$ cat config.mk
export PLATFORM = sky130hd
export DESIGN_NAME = windowed_period_rpm_meter
export DESIGN_NICKNAME = d
export VERILOG_FILES = /design/src/wprm_pkg.sv /design/src/wprm_window.sv /design/src/wprm_divider.sv /design/src/windowed_period_rpm_meter.sv
export SDC_FILE = /design/constraint.sdc
export NUM_CORES = 1
export LEC_CHECK = 0
export BUFFER_PORTS_ARGS = -buffer_cell sky130_fd_sc_hd__buf_2
export CAP_MARGIN = 20
export CORE_MARGIN = 2
export CORE_UTILIZATION = 67
export CTS_BUF_LIST = sky130_fd_sc_hd__clkbuf_4
export CTS_CLUSTER_DIAMETER = 40
export DETAILED_ROUTE_END_ITERATION = 16
export PLACE_DENSITY_LB_ADDON = 0.05
export SETUP_SLACK_MARGIN = 0.1
export SYNTH_ARGS = -nofsm -noshare
export SYNTH_HDL_FRONTEND = slang
export SYNTH_SLANG_ARGS = --single-unit
export TNS_END_PERCENT = 20
$ cat constraint.sdc
create_clock -name clk -period 8.3 [get_ports clk]
set_input_delay 0.83 -clock clk [delete_from_list [all_inputs] [get_ports clk]]
set_output_delay 0.83 -clock clk [all_outputs]
set_load 0.005 [all_outputs]
$ cat src/wprm_pkg.sv
`default_nettype none

package wprm_pkg;

  localparam int DEPTH      = 4;
  localparam int IDX_W      = (DEPTH > 1) ? $clog2(DEPTH) : 1;
  localparam int PERIOD_W   = 18;
  localparam int SLOT_W     = 17;
  localparam int SUM_W      = 23;
  localparam int RPM_W      = 32;
  localparam int FREQ_W     = 32;
  // divisor is 60 * sum: sum * 64 - sum * 4
  localparam int DIVISOR_W  = SUM_W + 6;
  localparam int STEP_CNT_W = $clog2(RPM_W);

  localparam logic [PERIOD_W-1:0] OVERFLOW_LIMIT = PERIOD_W'(131070);
  localparam logic [RPM_W-1:0]    RPM_ALL_ONES   = '1;
  localparam logic [FREQ_W-1:0]   FREQ_RESET     = FREQ_W'(1000000);

  localparam logic [IDX_W-1:0]    LAST_IDX       = IDX_W'(DEPTH - 1);

  // register word index on the config port
  localparam logic [0:0] REG_TIMER_FREQ = 1'b0;

  typedef struct packed {
    logic             captured;
    logic [SUM_W-1:0] sum;
  } win_stat_t;

endpackage

`default_nettype wire

$ cat src/wprm_window.sv
`default_nettype none

module wprm_window (
  input  wire                          clk,
  input  wire                          rst_n,
  input  wire                          wr_en,
  input  wire [wprm_pkg::PERIOD_W-1:0] period,
  output logic                         need_div,
  output wprm_pkg::win_stat_t          stat
);
  import wprm_pkg::*;

  logic [SLOT_W-1:0] ring_r [DEPTH];
  logic [IDX_W-1:0]  idx_r;
  logic [IDX_W-1:0]  idx_nxt;
  logic [SUM_W-1:0]  sum_r;
  logic [SUM_W-1:0]  sum_nxt;
  logic              captured_r;
  logic              overflow;
  logic [SLOT_W-1:0] slot_new;

  assign overflow = (period >= OVERFLOW_LIMIT);
  assign slot_new = period[SLOT_W-1:0];
  assign idx_nxt  = (idx_r == LAST_IDX) ? '0 : idx_r + IDX_W'(1);
  // running sum: drop the slot being overwritten, add the new one
  assign sum_nxt  = sum_r - SUM_W'(ring_r[idx_r]) + SUM_W'(slot_new);
  assign need_div = wr_en && !overflow && captured_r;

  assign stat.captured = captured_r;
  assign stat.sum      = sum_r;

  always_ff @(posedge clk) begin
    if (!rst_n) begin
      for (int k = 0; k < DEPTH; k++) ring_r[k] <= '0;
      idx_r      <= '0;
      sum_r      <= '0;
      captured_r <= 1'b0;
    end else if (wr_en) begin
      if (overflow) begin
        for (int k = 0; k < DEPTH; k++) ring_r[k] <= '0;
        idx_r      <= '0;
        sum_r      <= '0;
        captured_r <= 1'b0;
      end else begin
        ring_r[idx_r] <= slot_new;
        idx_r         <= idx_nxt;
        sum_r         <= sum_nxt;
        if (idx_nxt == '0) captured_r <= 1'b1;
      end
    end
  end

  a_overflow_clears: assert property (@(posedge clk) disable iff (!rst_n)
    wr_en && overflow |=> sum_r == '0 && !captured_r && idx_r == '0)
    else $error("overflow period did not clear the window");

  a_idx_range: assert property (@(posedge clk) disable iff (!rst_n)
    idx_r <= LAST_IDX)
    else $error("ring index out of range");

endmodule

`default_nettype wire

$ cat src/wprm_divider.sv
`default_nettype none

module wprm_divider (
  input  wire                        clk,
  input  wire                        rst_n,
  input  wire                        start,
  input  wire [wprm_pkg::FREQ_W-1:0] dividend,
  input  wire [wprm_pkg::SUM_W-1:0]  sum,
  output logic                       busy,
  output logic                       done,
  output logic [wprm_pkg::RPM_W-1:0] quotient
);
  import wprm_pkg::*;

  logic [DIVISOR_W-1:0]  d_r;
  logic [DIVISOR_W-1:0]  d_start;
  logic [DIVISOR_W-1:0]  rem_r;
  logic [DIVISOR_W-1:0]  rem_nxt;
  logic [RPM_W-1:0]      q_r;
  logic [STEP_CNT_W-1:0] cnt_r;
  logic                  busy_r;
  logic                  done_r;
  logic [DIVISOR_W:0]    shifted;
  logic [DIVISOR_W:0]    diff;
  logic                  q_bit;

  // floor(floor(f / s) / 60) == floor(f / (60 * s))
  assign d_start = (DIVISOR_W'(sum) << 6) - (DIVISOR_W'(sum) << 2);

  // one quotient bit per cycle, dividend bits shift out of q_r as quotient bits shift in
  assign shifted = {rem_r, q_r[RPM_W-1]};
  assign diff    = shifted - {1'b0, d_r};
  assign q_bit   = !diff[DIVISOR_W];
  assign rem_nxt = q_bit ? diff[DIVISOR_W-1:0] : shifted[DIVISOR_W-1:0];

  always_ff @(posedge clk) begin
    if (!rst_n) begin
      busy_r <= 1'b0;
      done_r <= 1'b0;
      cnt_r  <= '0;
    end else begin
      done_r <= 1'b0;
      if (start) begin
        busy_r <= 1'b1;
        cnt_r  <= '0;
      end else if (busy_r) begin
        cnt_r <= cnt_r + STEP_CNT_W'(1);
        if (cnt_r == STEP_CNT_W'(RPM_W - 1)) begin
          busy_r <= 1'b0;
          done_r <= 1'b1;
        end
      end
    end
  end

  always_ff @(posedge clk) begin
    if (start) begin
      d_r   <= d_start;
      rem_r <= '0;
      q_r   <= dividend;
    end else if (busy_r) begin
      rem_r <= rem_nxt;
      q_r   <= {q_r[RPM_W-2:0], q_bit};
    end
  end

  assign busy     = busy_r;
  assign done     = done_r;
  assign quotient = q_r;

  a_start_idle: assert property (@(posedge clk) disable iff (!rst_n)
    start |-> !busy_r && sum != '0)
    else $error("divider started while busy or with zero divisor");

  a_done_after_busy: assert property (@(posedge clk) disable iff (!rst_n)
    done_r |-> !busy_r && $past(busy_r))
    else $error("divider done without a finished pass");

endmodule

`default_nettype wire

$ cat src/windowed_period_rpm_meter.sv
`default_nettype none

// channel  | direction | payload                         | handshake
// in_      | slave     | tdata[17:0] period_ticks        | tvalid / tready
// out_     | master    | tdata[31:0] rpm_value,          | tvalid / tready
//          |           | tuser[0] is_captured            |
// cfg_     | apb slave | word 0: timer_frequency_hz      | psel / penable, pready high
//
// a beat that is an overflow, that finds the window not yet captured (the beat that
// completes the first fill included) or that finds a zero window sum goes from ST_EVAL
// straight to ST_DONE; a captured beat with a nonzero sum runs the bit-serial divider
// in ST_DIV between ST_EVAL and ST_DONE
// only one beat is in work at a time; the next beat is taken while a result waits in the
// output register, and a finished beat stalls until that register is free
// rst_n is synchronous: window, rpm and handshakes are cleared, the frequency register goes to 1000000

module windowed_period_rpm_meter (
  input  wire         clk,
  input  wire         rst_n,

  input  wire         in_tvalid,
  output logic        in_tready,
  input  wire  [23:0] in_tdata,   // [17:0] period_ticks, rest zero

  output logic        out_tvalid,
  input  wire         out_tready,
  output logic [31:0] out_tdata,  // [31:0] rpm_value
  output logic [0:0]  out_tuser,  // [0] is_captured

  input  wire         cfg_psel,
  input  wire         cfg_penable,
  input  wire         cfg_pwrite,
  input  wire  [1:0]  cfg_paddr,
  input  wire  [31:0] cfg_pwdata,
  output logic [31:0] cfg_prdata,
  output logic        cfg_pready
);
  import wprm_pkg::*;

  localparam logic [1:0] ST_IDLE = 2'd0;
  localparam logic [1:0] ST_EVAL = 2'd1;
  localparam logic [1:0] ST_DIV  = 2'd2;
  localparam logic [1:0] ST_DONE = 2'd3;

  logic [1:0]        state_r;
  logic [1:0]        state_nxt;
  logic [FREQ_W-1:0] freq_r;
  logic [RPM_W-1:0]  rpm_r;
  logic              need_div_r;
  logic              out_valid_r;
  logic [RPM_W-1:0]  out_rpm_r;
  logic              out_cap_r;

  logic              in_beat;
  logic              need_div;
  win_stat_t         win_stat;
  logic              div_start;
  logic              div_busy;
  logic              div_done;
  logic [RPM_W-1:0]  div_q;
  logic              out_free;
  logic              cfg_wr;

  // config port: single word, the address is ignored on reads and writes
  assign cfg_pready = 1'b1;
  assign cfg_wr     = cfg_psel && cfg_penable && cfg_pwrite;
  assign cfg_prdata = (cfg_paddr[1] == REG_TIMER_FREQ) ? freq_r : freq_r;

  always_ff @(posedge clk) begin
    if (!rst_n) freq_r <= FREQ_RESET;
    else if (cfg_wr) freq_r <= cfg_pwdata;
  end

  assign in_tready = (state_r == ST_IDLE);
  assign in_beat   = in_tvalid && in_tready;

  wprm_window u_window (
    .clk      (clk),
    .rst_n    (rst_n),
    .wr_en    (in_beat),
    .period   (in_tdata[PERIOD_W-1:0]),
    .need_div (need_div),
    .stat     (win_stat)
  );

  // sum is settled in the cycle after the beat; zero sum saturates without dividing
  assign div_start = (state_r == ST_EVAL) && need_div_r && (win_stat.sum != '0);

  wprm_divider u_div (
    .clk      (clk),
    .rst_n    (rst_n),
    .start    (div_start),
    .dividend (freq_r),
    .sum      (win_stat.sum),
    .busy     (div_busy),
    .done     (div_done),
    .quotient (div_q)
  );

  assign out_free = !out_valid_r || out_tready;

  always_comb begin
    state_nxt = state_r;
    case (state_r)
      ST_IDLE: if (in_beat) state_nxt = ST_EVAL;
      ST_EVAL: state_nxt = div_start ? ST_DIV : ST_DONE;
      ST_DIV:  if (div_done) state_nxt = ST_DONE;
      ST_DONE: if (out_free) state_nxt = ST_IDLE;
      default: state_nxt = ST_IDLE;
    endcase
  end

  always_ff @(posedge clk) begin
    if (!rst_n) begin
      state_r     <= ST_IDLE;
      need_div_r  <= 1'b0;
      rpm_r       <= '0;
      out_valid_r <= 1'b0;
    end else begin
      state_r <= state_nxt;
      if (in_beat) need_div_r <= need_div;
      if (state_r == ST_EVAL && need_div_r && win_stat.sum == '0) rpm_r <= RPM_ALL_ONES;
      if (state_r == ST_DIV && div_done) rpm_r <= div_q;
      if (state_r == ST_DONE && out_free) out_valid_r <= 1'b1;
      else if (out_tready) out_valid_r <= 1'b0;
    end
  end

  // result payload: rpm only once the window is captured
  always_ff @(posedge clk) begin
    if (state_r == ST_DONE && out_free) begin
      out_rpm_r <= win_stat.captured ? rpm_r : RPM_ALL_ONES;
      out_cap_r <= win_stat.captured;
    end
  end

  assign out_tvalid = out_valid_r;
  assign out_tdata  = out_rpm_r;
  assign out_tuser  = out_cap_r;

  a_div_in_div_state: assert property (@(posedge clk) disable iff (!rst_n)
    state_r == ST_DIV |-> div_busy || div_done)
    else $error("waiting on divider that is not running");

  a_div_only_captured: assert property (@(posedge clk) disable iff (!rst_n)
    div_start |-> win_stat.captured)
    else $error("division started before window capture");

endmodule

`default_nettype wire

==> results.md, run 1 <==
- Status: finished clean
- Initial Utilization: 0.675
- Antenna violation net count after detailed routing: 0
- Initial antenna violation count: 1
- Distinct cell type count after synthesis: 66
- Most frequent cell after synthesis: nand2_1
- Clock transition at path regs: 0.07 ns
- Number of max-cap violations: 0
- DP HPWL: approximately 23000 um
- Ranking of synthesized cells by area: edfxtp_1, dfxtp_1, ha_1
- Worst setup EP type: flop
- Top delay family on crit path: compound AO/OA/AOI/OAI gates
- Num CTS Buffers: 77
- Area Growth Syn to Fin: 12.8%
- Layout cell share with drive strength beyond 1: 0.193
- Clk buf depth: 3
- Gr busiest metal: met2
- Combinational share of power: 0.420
- Synth Cell Area: 15100 um2
- Most frequent cells after synthesis: nand2_1, edfxtp_1, dfxtp_1, inv_1, nor2_1
- Clock Skew: ~0.046 ns
- GP Congestion: 0.852
- Via density: slightly below 6
- P_leak: around 7 nW
- Routed WL per cell: about 17 um
- Postcts setup bufs: 0
- H-Tree Depth: 3
- Yosys reg bits: between 200 and 300
- Hold Crit Start: cfg_pwdata[14]
- Met3 global-route usage: 0.0488
- Crit-path max cell delay: 0.88 ns
- Final Setup Violations: 0
- Startpoint Class: flop
- Commonest register cell after synthesis: edfxtp_1
- FP Rows: 55
- Ys async rst share: 0
- Reg-to-reg setup timing slack: approximately 3.7 ns
- Residual DRC: 0
- RSZ-0062 raised after global routing: false
- Met1 Use GR: 0.368
- Sink Count: 292
- CP required: 8.85 ns
- Non-Filler Instances: 2003
- Syn Inst Count: 1500
- Synth top area share: 0.317
- RR Endpoint: u_window.sum_r[22]
- Final WL: 33700 um
- Setup TNS: 0 ns
- Post-CTS sizing: 0
- Endpoints failing hold: 0
- Port buffer count: around 120
- NetSw: 1.98 mW
- CTS root buf: clkbuf_4
- Most used cell, CP: fa_1
- Worst Reg-to-Reg Cells: 14
- Final Cycle Share: 0.548
- Clk_lat worst skew: between 0.7 and 0.8 ns
- Die X: 154 um
- Grt ovf: 0
- Hold Path End: cfg_prdata[14]
- GR met2 Demand/Resource: 0.494
- CP bufs+invs: 1
- Pwr Density: 320 nW/um2
- Reg area: 7450 um2
- I/O pins: ~130
- Highest clock rate: 0.220 GHz
- Core Region: roughly 22000 um2
- CTS tree: yes
- Hold buffers post-CTS: 0
- Crit-path cells: mux4_2 -> fa_1 -> inv_1 -> fa_1 -> a211oi_1 -> o21bai_1 -> nand3_1 -> a31oi_1 -> o41ai_1 -> nor4_1 -> nor3_1 -> xnor2_1 -> a21oi_1 -> o22ai_1
- Vias in the first global route: 11.5k
- Critical Path Fanout Max: 17
- Overall Power: 5.46 mW
- Yosys warns: 0
- Sw Ratio: 0.363
- All-Layer GR Usage: 0.287
- Syn Area/Cell: around 10 um2
- Peak VDD IR: about 0.16 mV
- Via Count: between 10k and 15k
- Fillcell total: 1586
- Die Height: 154 um
- Period minus WS final: approximately 4.6 ns
- Die area: 23800 um2
- Critical Path AT: 5.10 ns
- Largest net degree at the start of global routing: 67
- Slew Limit Fails: 0
- Clock Power Share: 0.243
- Worst-margin pin slew: 1.02 ns
- Seq/Total Area, Yosys: 0.492
- Dpl cells: about 1.9k
- Footprint of the multi-input gates: 6980 um2
- Layout Nets: 1819
- Critical Setup Path Class: reg2reg
- Class of the worst hold path: in2reg
- Crit-path slowest cell: dfxtp_1
- Crit. path cell count: 14
- Sequential power share: 0.337
- DRT iter0 DRCs: 714
- Slew HR: 0.320
- Largest area contributor in the netlist: edfxtp_1
- Hold path depth: 3
- Pint: 3.48 mW
- Global-route wire length before repair: ~55000 um
- DRT Pass-1 Iters: 8
- Post-Synthesis Net Count: 1666
- EDFF count, synth: 160
## layout make-up
cell class / instances / area share
multi-input cells: 1016 / 0.408
flip-flops and latches: 292 / 0.436
repair buffers: 139 / 0.0445
inverters: 127 / 0.0279
clock buffers: 119 / 0.0523
well taps: 285 / 0.0209
diodes: 1 / 0.000147
clock inverters: 24 / 0.00967
## worst max-delay path by stage
| stage | to | start |
|---|---|---|
| floorplan | u_window.sum_r[22] | flop |
| global placement | u_window.ring_r[0][12] | rst_n |
| detailed placement | u_window.ring_r[0][11] | rst_n |
| CTS | u_window.sum_r[22] | flop |
| global route | u_window.sum_r[22] | flop |
| finish | u_window.sum_r[22] | flop |
## cells in the final DEF (no fill, tap or decap), drive strengths merged, types with 18 or more instances in the layout
cell type / count
dfxtp: 132
ha: 83
o221a: 32
clkbuf: 119
edfxtp: 160
nand2: 218
xnor2: 38
clkinv: 20
a21oi: 97
mux2i: 29
fa: 18
nand2b: 45
nor2: 126
inv: 128
a21o: 33
xor2: 23
nand3: 25
buf: 139
o21ai: 62
## worst min-delay path: cells and delay by family
family                 cells  cell delay (ns)
and+or+nand+nor            2             0.10
buffers and inverters      1             0.07
## logic make-up after synthesis
logic type | share of synthesized area
simple gates | 0.143
compound gates | 0.144
flops | 0.492
buf+inv | 0.0488
fa+ha+maj | 0.0924
xor+xnor | 0.0353
mux | 0.0445
other cells | 0.000248
## routing by layer
layer	share of wire	vias up	routed length (um)
met5	0	-	0
met2	0.50	398	16800
li1	-	5641	-
met3	0.059	65	1990
met4	0.022	0	752
met1	0.42	5517	14100
## sequential cells by signal (all words and copies together) (netlist names), 5 cells and up, named ones only
signal / count
u_window.ring_r: 68
cfg_prdata: 32
out_tdata: 32
rpm_r: 32
u_div.quotient: 32
u_div.rem_r: 29
u_div.d_r: 27
u_window.sum_r: 23
u_div.cnt_r: 5
## through the flow
| step | area (um2) | worst slack, ns | hold slack, ns | util |
|---|---|---|---|---|
| after floorplan | 15100 | 3.97 | 0.453 | - |
| after global placement | 16000 | 3.74 | 0.457 | 0.712 |
| after detailed placement | 16000 | 3.75 | 0.462 | 0.712 |
| after CTS | 17000 | 3.79 | 0.320 | 0.759 |
| after global routing | 17100 | 3.43 | 0.315 | 0.761 |
| final | 17100 | 3.75 | 0.352 | 0.761 |
## power groups by stage
| stage | Sequential (mW) | Combinational, mW | Clock [mW] |
|---|---|---|---|
| after floorplan | 1.84 | 1.82 | 0 |
| after global routing | 1.85 | 2.56 | 1.43 |
| after CTS | 1.84 | 2.28 | 1.35 |
| final | 1.84 | 2.29 | 1.33 |
| after global placement | 1.86 | 2.20 | 0 |
| after detailed placement | 1.87 | 2.26 | 0 |
Power figures use the tool's default switching activity.
==> inputs of run 2 (changes only) <==
--- a/config.mk
+++ b/config.mk
@@ -8,7 +8,7 @@
 export BUFFER_PORTS_ARGS = -buffer_cell sky130_fd_sc_hd__buf_2
 export CAP_MARGIN = 20
 export CORE_MARGIN = 2
-export CORE_UTILIZATION = 67
+export CORE_UTILIZATION = 62
 export CTS_BUF_LIST = sky130_fd_sc_hd__clkbuf_4
 export CTS_CLUSTER_DIAMETER = 40
 export DETAILED_ROUTE_END_ITERATION = 16
==> constraint.sdc (replaced) <==
create_clock -name clk -period 4.5 [get_ports clk]
set_input_delay 0.45 -clock clk [delete_from_list [all_inputs] [get_ports clk]]
set_output_delay 0.45 -clock clk [all_outputs]
set_load 0.005 [all_outputs]
==> results.md, run 2 (synthesized netlist as in run 1, its figures left out) <==
- CP bufs+invs: 2 (was 1)
- Commonest non-fill, non-tap cell in the layout: nand2_1 (unchanged)
- Layout cell share with drive strength beyond 1: 0.193 (about the same)
- Antenna violation net count after detailed routing: 0 (unchanged)
- Port buffer count: 123 (unchanged)
- P_leak: 7.36 nW (was 7.20 nW)
- Slew HR: 0.403 (was 0.320)
- Routed WL per cell: 16.5 um (was 16.8 um)
- Worst setup EP type: flop (unchanged)
- DP HPWL: 23100 um (about the same)
- Startpoint Class: flop (unchanged)
- Hold slack: 0.108 ns (was 0.352 ns)
- Final Setup Violations: 0 (unchanged)
- RSZ-0062 raised after global routing: false (unchanged)
- Final Cycle Share: 0.881 (was 0.548)
- Worst-margin pin slew: 0.894 ns (was 1.02 ns)
- CTS root buf: clkbuf_4 (unchanged)
- FP Rows: 57 (was 55)
- Via density: 5.62 (was 5.80)
- CP required: 5.07 ns (was 8.85 ns)
- Sequential power share: 0.338 (was 0.337)
- Residual DRC: 0 (unchanged)
- Top reg by flops: u_window.ring_r (unchanged)
- Largest net degree at the start of global routing: 64 (was 67)
- Clock Power Share: 0.236 (was 0.243)
- Postcts setup bufs: 0 (unchanged)
- Initial antenna violation count: 1 (unchanged)
- Slew Limit Fails: 0 (unchanged)
- Via Count: 11.7k (was 11.6k)
- Status: finished clean (unchanged)
- Die Height: 160 um (was 154 um)
- Pwr Density: 574 nW/um2 (was 320 nW/um2)
- Grt ovf: 0 (unchanged)
- Critical Path AT: 4.53 ns (was 5.10 ns)
- Area Growth Syn to Fin: 15.6% (was 12.8%)
- Num CTS Buffers: 78 (was 77)
- Top delay family on crit path: compound AO/OA/AOI/OAI gates (unchanged)
- Most frequent cells in the layout: nand2_1, edfxtp_1, dfxtp_1 (unchanged)
- Highest clock rate: 0.252 GHz (was 0.220 GHz)
- CTS tree: yes (unchanged)
- Combinational share of power: 0.426 (was 0.420)
- Setup TNS: 0 ns (unchanged)
- Final WL: 34300 um (was 33700 um)
- Number of max-cap violations: 0 (unchanged)
- Clock Skew: 0.0451 ns (was 0.0459 ns)
- GP Congestion: 0.860 (was 0.852)
- Clk buf depth: 3 (unchanged)
- Max FFs per register: 68 (unchanged)
- Vias in the first global route: 11.6k (was 11.5k)
- Crit-path max cell delay: 0.55 ns (was 0.88 ns)
- DRT iter0 DRCs: 685 (was 714)
- Crit-path slowest cell: mux4_2 (was dfxtp_1)
- Sink Count: 292 (unchanged)
- Fillcell total: 1783 (was 1586)
- Crit-path cells: buf_12 -> mux4_2 -> fa_1 -> inv_1 -> ha_1 -> a211oi_1 -> o21bai_1 -> nand3_1 -> a31oi_1 -> o41ai_2 -> nor4_1 -> nor3_1 -> xnor2_1 -> a21oi_1 -> o22ai_1 (was mux4_2 -> fa_1 -> inv_1 -> fa_1 -> a211oi_1 -> o21bai_1 -> nand3_1 -> a31oi_1 -> o41ai_1 -> nor4_1 -> nor3_1 -> xnor2_1 -> a21oi_1 -> o22ai_1)
- Die area: 25700 um2 (was 23800 um2)
- Clock transition at path regs: 0.06 ns (was 0.07 ns)
- Peak VDD IR: 0.293 mV (was 0.158 mV)
- Endpoints failing hold: 0 (unchanged)
- Global-route wire length before repair: 56400 um (was 55300 um)
- NetSw: 3.66 mW (was 1.98 mW)
- All-Layer GR Usage: 0.273 (was 0.287)
- Critical Setup Path Class: reg2reg (unchanged)
- DRT Pass-1 Iters: 7 (was 8)
- Sw Ratio: 0.365 (was 0.363)
- Die X: 160 um (was 154 um)
- Pint: 6.38 mW (was 3.48 mW)
- Layout Nets: 1858 (was 1819)
- Critical Path Fanout Max: 15 (was 17)
- Class of the worst hold path: in2reg (unchanged)
- Initial Utilization: 0.626 (was 0.675)
- H-Tree Depth: 3 (unchanged)
- Period minus WS final: 3.96 ns (was 4.55 ns)
- Core Region: 24200 um2 (was 22400 um2)
- I/O pins: 133 (unchanged)
- Clk_lat worst skew: 0.71 ns (about the same)
-- run 2: final cells by class --
cell class | count | area [um2] | area share
sequential | 292 | 7450 | 0.426
clock buffer | 118 | 886 | 0.0506
clock inverter | 25 | 148 | 0.00844
multi-input combinational | 1016 | 6980 | 0.399
timing repair buffer | 177 | 1150 | 0.0657
inverter | 127 | 477 | 0.0272
tap | 324 | 405 | 0.0232
antenna | 2 | 5.00 | 0.000286
-- run 2: final timing paths --
path | from | to | slack (ns) | cells past startpoint
setup / recovery | flop | u_window.sum_r[22] | 0.54 | 15
hold / removal | out_tready | out_tvalid | 0.11 | 4
setup reg to reg | flop | u_window.sum_r[22] | 0.54 | 15
hold reg to reg | cfg_prdata[25] | cfg_prdata[25] | 0.48 | 2
-- run 2: per-stage QoR --
stage / setup WS [ns] / total power [mW] / instances / cell area [um2] / utilization
final: 0.538 / 10.0 / 2081 / 17500 / 0.724
after global routing: 0.201 / 10.8 / 2081 / 17500 / 0.724
after CTS: 0.332 / 10.1 / 2077 / 17500 / 0.722
after detailed placement: 0.367 / 7.61 / 1902 / 16100 / 0.666
after global placement: 0.425 / 7.49 / 1900 / 16100 / 0.664
after floorplan: 0.175 / 6.74 / 1500 / 15100 / -
-- run 2: power groups by stage --
| stage | Sequential, mW | Clock [mW] | Combinational (mW) |
|---|---|---|---|
| CTS | 3.39 | 2.43 | 4.23 |
| global route | 3.42 | 2.57 | 4.79 |
| floorplan | 3.38 | 0 | 3.35 |
| global placement | 3.44 | 0 | 4.06 |
| detailed placement | 3.45 | 0 | 4.17 |
| finish | 3.39 | 2.37 | 4.27 |
-- run 2: worst register-to-register path, cell delays in order, from the launching register on --
cell and delay [ns]:
dfxtp_2 0.39, buf_12 0.19, mux4_2 0.55, fa_1 0.49, inv_1 0.04, ha_1 0.36
a211oi_1 0.33, o21bai_1 0.18, nand3_1 0.14, a31oi_1 0.13, o41ai_2 0.36, nor4_1 0.08
nor3_1 0.24, xnor2_1 0.12, a21oi_1 0.15, o22ai_1 0.09
-- run 2: timing repair --
item | in CTS | in global routing
hold buffers | 32 | 0
hold endpoints to repair | 32 | 0
gates resized for setup | 0 | 3
setup endpoints to repair | 0 | 1
-- run 2: routing by layer --
layer	up-vias	track usage	wire, um
met5	-	0	0
met4	0	0.108	897
met3	83	0.0478	1860
met2	365	0.459	16600
met1	5526	0.353	15000
li1	5720	-	-
